--- config.mk ---
export PLATFORM = sky130hd
export DESIGN_NAME = reference_element_point_fold_unit_flat
export DESIGN_NICKNAME = d
export VERILOG_FILES = /design/src/design/rpf_pkg.sv /design/src/design/rpf_if.sv /design/src/design/reference_element_point_fold_unit.sv /design/src/flat_wrapper.sv
export SDC_FILE = /design/constraint.sdc
export NUM_CORES = 1
export LEC_CHECK = 0
export BUFFER_PORTS_ARGS = -buffer_cell sky130_fd_sc_hd__buf_2
export CAP_MARGIN = 15
export CORE_ASPECT_RATIO = 0.6
export CORE_UTILIZATION = 54
export DETAILED_ROUTE_END_ITERATION = 8
export GPL_ROUTABILITY_DRIVEN = 1
export PLACE_DENSITY = 0.74
export SLEW_MARGIN = 20
export SYNTH_ARGS = -nofsm -noshare
export SYNTH_HDL_FRONTEND = slang
export SYNTH_SLANG_ARGS = --single-unit
--- constraint.sdc ---
create_clock -name clk -period 9.8 [get_ports clk]
set_clock_uncertainty 0.05 [all_clocks]
set_input_delay 0.49 -clock clk [delete_from_list [all_inputs] [get_ports clk]]
set_output_delay 0.49 -clock clk [all_outputs]
set_load 0.05 [all_outputs]
--- src/design/rpf_pkg.sv ---
`default_nettype none

package rpf_pkg;

  // default fraction width of the internal fixed-point coordinates
  localparam int FRAC_BITS = 16;

  localparam int KIND_W  = 3;
  localparam int RAND_W  = 16;
  localparam int COORD_W = 18;

  typedef enum logic [KIND_W-1:0] {
    KIND_EDGE    = 3'd0,
    KIND_TRI     = 3'd1,
    KIND_QUAD    = 3'd2,
    KIND_HEX     = 3'd3,
    KIND_PYRAMID = 3'd4,
    KIND_TET     = 3'd5,
    KIND_PRISM   = 3'd6,
    KIND_UNSUP   = 3'd7
  } kind_t;

endpackage

`default_nettype wire

--- src/design/rpf_if.sv ---
`default_nettype none

interface rpf_in_if;
  logic                             valid;
  logic                             ready;
  logic [rpf_pkg::KIND_W-1:0]       kind;
  logic [rpf_pkg::RAND_W-1:0]       rand_a;
  logic [rpf_pkg::RAND_W-1:0]       rand_b;
  logic [rpf_pkg::RAND_W-1:0]       rand_c;
  logic                             last_sample;

  modport source (output valid, kind, rand_a, rand_b, rand_c, last_sample, input ready);
  modport sink   (input valid, kind, rand_a, rand_b, rand_c, last_sample, output ready);
endinterface

interface rpf_out_if;
  logic                               valid;
  logic                               ready;
  logic signed [rpf_pkg::COORD_W-1:0] coord_x;
  logic signed [rpf_pkg::COORD_W-1:0] coord_y;
  logic signed [rpf_pkg::COORD_W-1:0] coord_z;
  logic                               last_point;
  logic                               unsupported;

  modport source (output valid, coord_x, coord_y, coord_z, last_point, unsupported,
                  input ready);
  modport sink   (input valid, coord_x, coord_y, coord_z, last_point, unsupported,
                  output ready);
endinterface

`default_nettype wire

--- src/design/reference_element_point_fold_unit.sv ---
// Reference element point folder.
// in_ch carries one sample per transfer: element kind, three uniform
// numbers in [0,1) (Q0.16) and a last-sample flag. out_ch returns one point
// per sample: x, y, z in signed Q1.16 (unused axes zero), a copy of the
// last flag, and an unsupported flag for kind 7 (coordinates then zero).
// Both channels transfer when valid and ready are high at a clock edge.
// out_ch.valid rises in the cycle after an input transfer. Throughput: 1
// sample per cycle unless out_ch stalls. All folding (compares, swaps,
// adds) is combinational between the input port and the result register.
// in_ch.ready is high whenever the result register is empty or is being
// drained in the same cycle, so a stalled receiver holds the current point
// and back-pressures the sender; nothing is dropped.
// Reset (rst_n low, synchronous) empties the result register.
// FRAC_BITS sets the internal fraction width; the 18-bit outputs carry the
// low bits of the sign-extended internal value.
`default_nettype none

module reference_element_point_fold_unit #(
  parameter int FRAC_BITS = rpf_pkg::FRAC_BITS
) (
  input  wire        clk,
  input  wire        rst_n,
  rpf_in_if.sink     in_ch,
  rpf_out_if.source  out_ch
);

  localparam int W     = FRAC_BITS + 2;
  localparam int CW    = rpf_pkg::COORD_W;
  localparam int EXT_W = (W > CW) ? W : CW;

  localparam logic signed [W-1:0] ONE = signed'({2'b01, {FRAC_BITS{1'b0}}});

  function automatic logic signed [W-1:0] unit_of(input logic [rpf_pkg::RAND_W-1:0] u);
    logic [FRAC_BITS+rpf_pkg::RAND_W-1:0] wide;
    wide    = {u, {FRAC_BITS{1'b0}}};
    unit_of = signed'({2'b00, wide[FRAC_BITS+rpf_pkg::RAND_W-1:rpf_pkg::RAND_W]});
  endfunction

  function automatic logic signed [W-1:0] signed_unit(input logic [rpf_pkg::RAND_W-1:0] u);
    signed_unit = (unit_of(u) <<< 1) - ONE;
  endfunction

  function automatic logic signed [W-1:0] mag(input logic signed [W-1:0] v);
    mag = v[W-1] ? -v : v;
  endfunction

  function automatic logic signed [CW-1:0] to_out(input logic signed [W-1:0] v);
    logic signed [EXT_W-1:0] ext;
    ext    = EXT_W'(v);
    to_out = ext[CW-1:0];
  endfunction

  // Common axis values
  logic signed [W-1:0] ua, ub, sa, sb, sc;
  // Triangle fold
  logic signed [W-1:0] tx, ty;
  // Pyramid fold
  logic signed [W-1:0] ax, ay, az, px, py, pz, pz_sel;
  logic                pyr_in;
  // Tet fold
  logic signed [W-1:0] mx, my, hx, hy;

  logic signed [W-1:0] x, y, z;
  logic                bad;

  logic                out_valid_r, out_valid_nxt;
  logic signed [CW-1:0] coord_x_r, coord_y_r, coord_z_r;
  logic                last_point_r, unsupported_r;
  logic                in_xfer;

  always_comb begin
    ua = unit_of(in_ch.rand_a);
    ub = unit_of(in_ch.rand_b);
    sa = signed_unit(in_ch.rand_a);
    sb = signed_unit(in_ch.rand_b);
    sc = signed_unit(in_ch.rand_c);

    // mirror across x + y = 1 only when strictly outside
    if (ub > ONE - ua) begin
      tx = ONE - ua;
      ty = ONE - ub;
    end else begin
      tx = ua;
      ty = ub;
    end

    ax     = mag(sa);
    ay     = mag(sb);
    az     = mag(sc);
    pyr_in = (ax < az) && (ay < az);
    if (pyr_in) begin
      px     = sa;
      py     = sb;
      pz_sel = sc;
    end else if (ay > ax) begin
      px     = sa;
      py     = sc;
      pz_sel = sb;
    end else begin
      px     = sb;
      py     = sc;
      pz_sel = sa;
    end
    pz = ONE - mag(pz_sel);

    mx = mag(px);
    my = mag(py);
    if (my > mx) begin
      hx = my;
      hy = mx;
    end else begin
      hx = mx;
      hy = my;
    end

    x   = '0;
    y   = '0;
    z   = '0;
    bad = 1'b0;
    case (rpf_pkg::kind_t'(in_ch.kind))
      rpf_pkg::KIND_EDGE: begin
        x = sa;
      end
      rpf_pkg::KIND_TRI: begin
        x = tx;
        y = ty;
      end
      rpf_pkg::KIND_QUAD: begin
        x = sa;
        y = sb;
      end
      rpf_pkg::KIND_HEX: begin
        x = sa;
        y = sb;
        z = sc;
      end
      rpf_pkg::KIND_PYRAMID: begin
        x = px;
        y = py;
        z = pz;
      end
      rpf_pkg::KIND_TET: begin
        x = hx - hy;
        y = hy;
        z = pz;
      end
      rpf_pkg::KIND_PRISM: begin
        x = tx;
        y = ty;
        z = sc;
      end
      default: begin
        bad = 1'b1;
      end
    endcase
  end

  assign in_ch.ready   = !out_valid_r || out_ch.ready;
  assign in_xfer       = in_ch.valid && in_ch.ready;
  assign out_valid_nxt = in_xfer ? 1'b1 : (out_ch.ready ? 1'b0 : out_valid_r);

  always_ff @(posedge clk) begin
    if (!rst_n) begin
      out_valid_r <= 1'b0;
    end else begin
      out_valid_r <= out_valid_nxt;
    end
  end

  always_ff @(posedge clk) begin
    if (in_xfer) begin
      coord_x_r     <= to_out(x);
      coord_y_r     <= to_out(y);
      coord_z_r     <= to_out(z);
      last_point_r  <= in_ch.last_sample;
      unsupported_r <= bad;
    end
  end

  assign out_ch.valid       = out_valid_r;
  assign out_ch.coord_x     = coord_x_r;
  assign out_ch.coord_y     = coord_y_r;
  assign out_ch.coord_z     = coord_z_r;
  assign out_ch.last_point  = last_point_r;
  assign out_ch.unsupported = unsupported_r;

endmodule

`default_nettype wire

--- src/flat_wrapper.sv ---
// flat-port wrapper written by rule: the top's interface ports become plain ports
module reference_element_point_fold_unit_flat 
#(
  parameter int FRAC_BITS = rpf_pkg::FRAC_BITS
)
  (clk, rst_n, in_ch_valid, in_ch_kind, in_ch_rand_a, in_ch_rand_b, in_ch_rand_c, in_ch_last_sample, in_ch_ready, out_ch_valid, out_ch_coord_x, out_ch_coord_y, out_ch_coord_z, out_ch_last_point, out_ch_unsupported, out_ch_ready);
  rpf_in_if in_ch_i ();
  rpf_out_if out_ch_i ();
  input  wire clk;
  input  wire rst_n;
  input wire logic [$bits(in_ch_i.valid)-1:0] in_ch_valid;
  input wire logic [$bits(in_ch_i.kind)-1:0] in_ch_kind;
  input wire logic [$bits(in_ch_i.rand_a)-1:0] in_ch_rand_a;
  input wire logic [$bits(in_ch_i.rand_b)-1:0] in_ch_rand_b;
  input wire logic [$bits(in_ch_i.rand_c)-1:0] in_ch_rand_c;
  input wire logic [$bits(in_ch_i.last_sample)-1:0] in_ch_last_sample;
  output wire logic [$bits(in_ch_i.ready)-1:0] in_ch_ready;
  output wire logic [$bits(out_ch_i.valid)-1:0] out_ch_valid;
  output wire logic [$bits(out_ch_i.coord_x)-1:0] out_ch_coord_x;
  output wire logic [$bits(out_ch_i.coord_y)-1:0] out_ch_coord_y;
  output wire logic [$bits(out_ch_i.coord_z)-1:0] out_ch_coord_z;
  output wire logic [$bits(out_ch_i.last_point)-1:0] out_ch_last_point;
  output wire logic [$bits(out_ch_i.unsupported)-1:0] out_ch_unsupported;
  input wire logic [$bits(out_ch_i.ready)-1:0] out_ch_ready;
  assign in_ch_i.valid = in_ch_valid;
  assign in_ch_i.kind = in_ch_kind;
  assign in_ch_i.rand_a = in_ch_rand_a;
  assign in_ch_i.rand_b = in_ch_rand_b;
  assign in_ch_i.rand_c = in_ch_rand_c;
  assign in_ch_i.last_sample = in_ch_last_sample;
  assign in_ch_ready = in_ch_i.ready;
  assign out_ch_valid = out_ch_i.valid;
  assign out_ch_coord_x = out_ch_i.coord_x;
  assign out_ch_coord_y = out_ch_i.coord_y;
  assign out_ch_coord_z = out_ch_i.coord_z;
  assign out_ch_last_point = out_ch_i.last_point;
  assign out_ch_unsupported = out_ch_i.unsupported;
  assign out_ch_i.ready = out_ch_ready;
  reference_element_point_fold_unit #(.FRAC_BITS(FRAC_BITS)) u_core (.clk(clk), .rst_n(rst_n), .in_ch(in_ch_i), .out_ch(out_ch_i));
endmodule
Yosys cells after proc, flatten, opt, wreduce, memory -nomap -nowiden
Index checks and enable logic that the tools add are counted.

cells by class
  magnitude comparators = 5
  equality and inequality tests = 6
  reductions and logical operators = 12
  mux-type cells = 21
  add/sub/neg operators = 13

operators with widths
  cell                                                 number
  two-way mux 18 bit                                   15
  case mux 18 bit (4 select lines)                     2
  negator 18 bit                                       6
  subtractor 17 x 17 -> 18 bit, second input constant  3
  greater-than comparator 18 bit                       2
  < comparator 18 bit                                  2
  case mux 18 bit (2 select lines)                     1
  subtractor 17 x 16 -> 18 bit, first input constant   2
  greater-than comparator 17 x 18 -> 1 bit             1
  subtractor 18 bit                                    1
  subtractor 18 bit, first input constant              1
  equality test 3 bit, second input constant           3
  OR reduction 2 bit                                   4
  OR reduction 7 bit                                   1
  equality test 3 x 2 -> 1 bit, second input constant  2
  equality test 3 x 1 -> 1 bit, second input constant  1
  zero test 3 bit                                      1
  two-way mux 1 bit                                    3
  OR reduction 3 bit                                   1
  logical AND 1 bit                                    2
  nonzero test 2 bit                                   1
  zero test 1 bit                                      1
  logical OR 1 bit                                     1

word-level totals
  bits in registers = 57
  input port bits = 56
  output and inout bits = 58
  word-level logic and storage cells = 63

Longest topological paths before layout
  word-level depth = 12
  depth in mapped cells = 49
  depth with buffers taken out = 42

Worst setup path after synthesis
No wires, ideal clock.

  kind = input port to flip-flop
  start point = input in_ch_rand_b[3]
  end point = register u_core.coord_x_r[13] (netlist: u_core.out_ch.coord_x[13]), data pin
  setup time = 0.268 ns
  cell stages on the path = 45
  data arrival time = 9.597 ns
  path slack = -0.115 ns
  data required time = 9.482 ns
  cell sequence = buf_2 > nor4_2 > clkbuf_1 > nand2_1 > nor3_1 > nand2_1 > nor2_1 > nor2_1 > xnor2_1 > ha_1 > a21o_1 > a2111oi_0 > a21oi_1 > or2_2 > a2111oi_2 > o22ai_1 > buf_2 > o21ai_4 > [... 9 more ...] > xor2_1 > ha_1 > a21o_1 > a2111oi_0 > mux2i_1 > a21oi_1 > a41oi_1 > mux2i_1 > a211oi_1 > and4b_1 > a311oi_2 > o211ai_1 > o21bai_1 > a2111oi_2 > nor2_1 > a21oi_1 > xor2_1 > o21ai_1

on the way
  word-level cells in the longest chain between the ends = 12

RTL lines
  what                                                                   RTL line                                                                          source
  from (decl)                                                            flat_wrapper.sv:14                                                                input wire logic [$bits(in_ch_i.rand_b)-1:0] in_ch_rand_b;
  subtractor 17 x 17 -> 18 bit                                           reference_element_point_fold_unit.sv:40                                           signed_unit = (unit_of(u) <<< 1) - ONE;
  negator 18 bit                                                         reference_element_point_fold_unit.sv:44                                           mag = v[W-1] ? -v : v;
  two-way mux 18 bit                                                     reference_element_point_fold_unit.sv:44
  greater-than comparator 18 bit or < comparator 18 bit (tied branches)  reference_element_point_fold_unit.sv:95, reference_element_point_fold_unit.sv:90
  two-way mux 18 bit or logical AND 1 bit (tied branches)                reference_element_point_fold_unit.sv:95, reference_element_point_fold_unit.sv:90
  two-way mux 18 bit                                                     reference_element_point_fold_unit.sv:91                                           if (pyr_in) begin
  negator 18 bit                                                         reference_element_point_fold_unit.sv:44
  two-way mux 18 bit                                                     reference_element_point_fold_unit.sv:44
  greater-than comparator 18 bit                                         reference_element_point_fold_unit.sv:108                                          if (my > mx) begin
  two-way mux 18 bit                                                     reference_element_point_fold_unit.sv:108
  subtractor 18 bit                                                      reference_element_point_fold_unit.sv:143                                          x = hx - hy;
  case mux 18 bit (4 select lines) (*)                                   reference_element_point_fold_unit.sv:120                                          case (rpf_pkg::kind_t'(in_ch.kind))
  to (signal assigned)                                                   reference_element_point_fold_unit.sv:172                                          coord_x_r <= to_out(x);
  to (decl)                                                              reference_element_point_fold_unit.sv:67                                           logic signed [CW-1:0] coord_x_r, coord_y_r, coord_z_r;

Every way passes the cells marked *; elsewhere a longest branch is shown, timed or not.
A chain may end at the register's enable or synchronous reset.

Worst setup path after layout
  start point = input in_ch_rand_a[0]
  end point = register u_core.coord_x_r[13] (netlist: u_core.out_ch.coord_x[13]), data pin

on the way
  word-level cells in the longest chain between the ends = 12

RTL lines
  what                                                                   RTL line                                                                          source
  from (decl)                                                            flat_wrapper.sv:13                                                                input wire logic [$bits(in_ch_i.rand_a)-1:0] in_ch_rand_a;
  subtractor 17 x 17 -> 18 bit                                           reference_element_point_fold_unit.sv:40
  negator 18 bit                                                         reference_element_point_fold_unit.sv:44
  two-way mux 18 bit                                                     reference_element_point_fold_unit.sv:44
  greater-than comparator 18 bit or < comparator 18 bit (tied branches)  reference_element_point_fold_unit.sv:95, reference_element_point_fold_unit.sv:90
  two-way mux 18 bit or logical AND 1 bit (tied branches)                reference_element_point_fold_unit.sv:95, reference_element_point_fold_unit.sv:90
  two-way mux 18 bit                                                     reference_element_point_fold_unit.sv:91
  negator 18 bit                                                         reference_element_point_fold_unit.sv:44
  two-way mux 18 bit                                                     reference_element_point_fold_unit.sv:44
  greater-than comparator 18 bit                                         reference_element_point_fold_unit.sv:108
  two-way mux 18 bit                                                     reference_element_point_fold_unit.sv:108
  subtractor 18 bit                                                      reference_element_point_fold_unit.sv:143
  case mux 18 bit (4 select lines) (*)                                   reference_element_point_fold_unit.sv:120

Marked as above.

==> impl_metrics.py <==
metrics = {
    "job": {
        "max_cap_violations": 0,
    },
    "cts": {
        "post_cts_buffers": 0,
        "cts-root-buf": "clkbuf_16",
        "clock_latency_ns": 0.31,
        "htree_num_levels": 2,
        "hold_buffers": 0,
        "tritoncts": "done",
        "clk_pin_slew_ns": 0.08,
        "cts_sinks": 56,
        "clock_path_buffers": 2,
        "numCtsBuffers": 5,
    },
    "timing": {
        "final_max_slew_viol_count": 0,
        "fmax_mhz": 107.1,
        "setup_viol": 0,
        "hold_viol": 0,
        "fin_crit_ns": 9.341,
        "holdWs_ns": 0.2995,
        "worst_slew_pin_slew_ns": 1.034,
        "fin_crit_sh": 0.9532,
        "slew_headroom": 0.3032,
        "worst_slack_ns": 0.4589,
    },
    "synth": {
        "ys_async_sr_fraction": 0,
        "synth_compound_area_frac": 0.2664,
        "syn_inst": 1307,
        "ys_seq_area_frac": 0.1697,
        "synth_area_per_cell_um2": 7.535,
        "syn_area_um2": 9848,
        "synthFlopType": "edfxtp_1",
        "synth_edf_count": 55,
        "yosys.area_share.simple": 0.2263,
        "synthDistinctLibCells": 94,
        "ys_warn_count": 0,
        "yosys-mux-area-fraction": 0.03672,
        "synth_top_family_by_area": "compound AO/OA/AOI/OAI gates",
        "ys_ff_latch": 56,
        "synthAdderAreaFrac": 0.1098,
        "synth_xor_area_frac": 0.1243,
    },
    "floorplan": {
        "initial_core_util": 0.5628,
        "ios": 114,
        "dieHeight_um": 106.6,
        "fp.dieW_um": 176.3,
        "core_um2": 17500,
        "fp-row-count": 37,
        "die-area_um2": 18800,
    },
    "layout": {
        "multi_input_area_um2": 7682,
        "layout-drive-gt1-share": 0.1791,
        "fill_cells": 1584,
        "seqCellArea_um2": 1672,
        "final_cells": 1647,
        "final_nets": 1552,
        "fin_util": 0.6396,
        "syn_to_final_growth_pct": 13.66,
        "n_antenna_cell": 0,
    },
    "route": {
        "totalWireLength_mm": 42.98,
        "drt-pass1-iter-count": 9,
        "routedWlPerCell_um": 26.10,
        "route.detailed.drc": 12,
        "ant_nets": 0,
        "route.vias.total": 11420,
        "initialDrtViolationCount": 2144,
        "viasPerCell": 6.931,
    },
    "power_and_ir_drop": {
        "p_int_uw": 967.6,
        "p_leak_nw": 4.678,
        "combPwrFrac": 0.752,
        "fin_total_pwr_mw": 2.102,
        "clock_power_share": 0.100,
        "power_density_nw_per_um2": 187.8,
        "power_switching_mw": 1.134,
        "ir_drop_uv": 116.2,
        "p_sw_frac": 0.5397,
        "pwr-share-seq": 0.148,
    },
    "placement": {
        "placed_cells": 1639,
        "pre_cts_ws_ns": -0.08812,
        "globalplace.congestion": 1.055,
        "dp_hpwl_mm": 33.80,
        "io_buffer_count": 112,
    },
    "grt": {
        "grt_pass1_vias": 10040,
        "met3_usage": 0.1890,
        "antenna_found_initial": 1,
        "grt_use_total": 0.4509,
        "use_met1": 0.6349,
        "gr-max-usage-layer": "met1",
        "grt_max_degree": 46,
        "grt_overflow": 0,
        "met2_usage": 0.5984,
        "grt_pass1_wl_mm": 62.55,
    },
    "worst_setup_path": {
        "cp-start-kind": "input pin",
        "critPathSlowestCell": "xor2_1",
        "slowest_delay_ns": 0.50,
        "cp-end-kind": "flop",
        "criticalPathCategory": "in -> reg",
        "critical_path_required_ns": 9.77,
        "arrival_ns": 9.31,
        "crit_path_max_fanout": 9,
    },
    "min_path": {
        "hp-class": "in -> reg",
    },
    "outcome": {
        "violations": "DRC",
        "status": "finished, violations left",
    },
}
==> logic make-up after synthesis <==
| logic type | count (synthesis) |
|---|---|
| compound gates | 394 |
| fa+ha+maj | 87 |
| flops | 56 |
| xor+xnor | 138 |
| simple gates | 439 |
| mux | 35 |
| buf+inv | 156 |
| other cells | 2 |
==> synth_stat cells, types with 5 or more instances <==
library cell | n | share of area
nor2_1 | 132 | 0.050
nand2_1 | 104 | 0.040
a21oi_1 | 100 | 0.051
xnor2_1 | 99 | 0.088
o21ai_0 | 91 | 0.046
ha_1 | 84 | 0.11
inv_1 | 62 | 0.024
edfxtp_1 | 55 | 0.17
clkbuf_1 | 53 | 0.020
nand3_1 | 47 | 0.024
xor2_1 | 37 | 0.033
nor3_1 | 33 | 0.017
a21o_1 | 28 | 0.021
mux2i_1 | 28 | 0.028
a31oi_1 | 25 | 0.016
o22ai_1 | 21 | 0.013
nand4_1 | 18 | 0.011
buf_2 | 17 | 0.0086
nand2b_1 | 16 | 0.010
o221ai_1 | 16 | 0.014
and2_1 | 13 | 0.0083
nor2b_1 | 13 | 0.0083
and3_1 | 11 | 0.0070
buf_1 | 11 | 0.0042
a41oi_1 | 10 | 0.0089
o21ai_1 | 10 | 0.0051
a222oi_1 | 9 | 0.0091
nor4_1 | 9 | 0.0057
a211oi_1 | 8 | 0.0061
or3_1 | 7 | 0.0044
a211o_1 | 6 | 0.0053
mux2_2 | 6 | 0.0069
o211ai_1 | 6 | 0.0046
and4_1 | 5 | 0.0044
buf_4 | 5 | 0.0038
or2_2 | 5 | 0.0032
==> placed cells by master (no fill, tap or decap), types with 7 or more instances in the layout <==
| master | netlist | layout |
|---|---|---|
| o21ai_1 | 10 | 11 |
| a41oi_1 | 10 | 9 |
| xnor2_1 | 99 | 98 |
| ha_1 | 84 | 81 |
| xor2_1 | 37 | 37 |
| nand4_1 | 18 | 18 |
| nand2_1 | 104 | 104 |
| o21ai_0 | 91 | 90 |
| a211oi_1 | 8 | 8 |
| nor2b_1 | 13 | 13 |
| a21o_1 | 28 | 28 |
| a222oi_1 | 9 | 9 |
| edfxtp_1 | 55 | 55 |
| a21oi_1 | 100 | 99 |
| inv_1 | 62 | 61 |
| or3_1 | 7 | 7 |
| mux2i_1 | 28 | 28 |
| nor3_1 | 33 | 32 |
| a31oi_1 | 25 | 25 |
| and3_1 | 11 | 11 |
| nand3_1 | 47 | 47 |
| buf_2 | 17 | 112 |
| and2_1 | 13 | 12 |
| o221ai_1 | 16 | 16 |
| conb_1 | 2 | 9 |
| buf_4 | 5 | 65 |
| nand2b_1 | 16 | 16 |
| o22ai_1 | 21 | 20 |
| nor2_1 | 132 | 132 |
==> stage by stage <==
stage	TNS (ns)	area (um2)
global route	-0.004435	11190
CTS	0	11080
global placement	0	10910
floorplan	0	9877
detailed placement	-0.1247	10910
finish	0	11190
==> layer usage <==
layer  part of all wire  vias up
li1                   -     5001
met1               0.41     5271
met2               0.37      970
met3               0.18      173
met4              0.041        0
met5                  0        -
==> final cells by class <==
class / instances / share of cell area
Clock buffer: 5 / 0.01118
Clock inverter: 3 / 0.003801
Inverter: 65 / 0.02213
Multi-Input combinational cell: 1102 / 0.6863
Sequential cell: 56 / 0.1493
Tap cell: 234 / 0.02616
Timing Repair Buffer: 182 / 0.1011
==> worst max-delay path: cells and delay by family <==
family                     cells  cell delay, ns
muxes                          2            0.34
xor gates and xnor gates       3            0.98
buffers and inverters          5            0.63
adders and majority gates      5            1.57
AOI/OAI and AO/OA             19            4.50
and+or+nand+nor                6            0.78
==> path summary, 6_finish.rpt <==
kind,from,endpoint,depth (start not counted),slack (ns)
setup / recovery,in_ch_rand_a[0],u_core.out_ch.coord_x[13],40,0.46
hold / removal,in_ch_last_sample,u_core.out_ch.last_point,1,0.30
setup reg to reg,u_core.out_ch.valid,u_core.out_ch.coord_x[4],3,8.03
hold reg to reg,u_core.out_ch.valid,u_core.out_ch.valid,2,0.54
==> state kept, by name, indices dropped and copies added (netlist names) <==
name and cells:
u_core.out_ch.coord_x 18, u_core.out_ch.coord_y 18, u_core.out_ch.valid 1, u_core.out_ch.coord_z 17, u_core.out_ch.last_point 1, u_core.out_ch.unsupported 1
==> power by group through the flow <==
stage          combinational (mW)  clock, mW  sequential (mW)
6_report                     1.58      0.211            0.311
5_1_grt                      1.66      0.217            0.313
4_1_cts                      1.49      0.210            0.311
3_5_place_dp                 1.48          0            0.316
3_3_place_gp                 1.46          0            0.315
2_1_floorplan               0.954          0            0.419
==> repair_timing <==
action	in CTS	in global routing
setup endpoints to repair	0	11
gates resized for setup	0	21
endpoints found under the hold margin	0	0
Note: power is estimated with default switching activity, not from simulation.
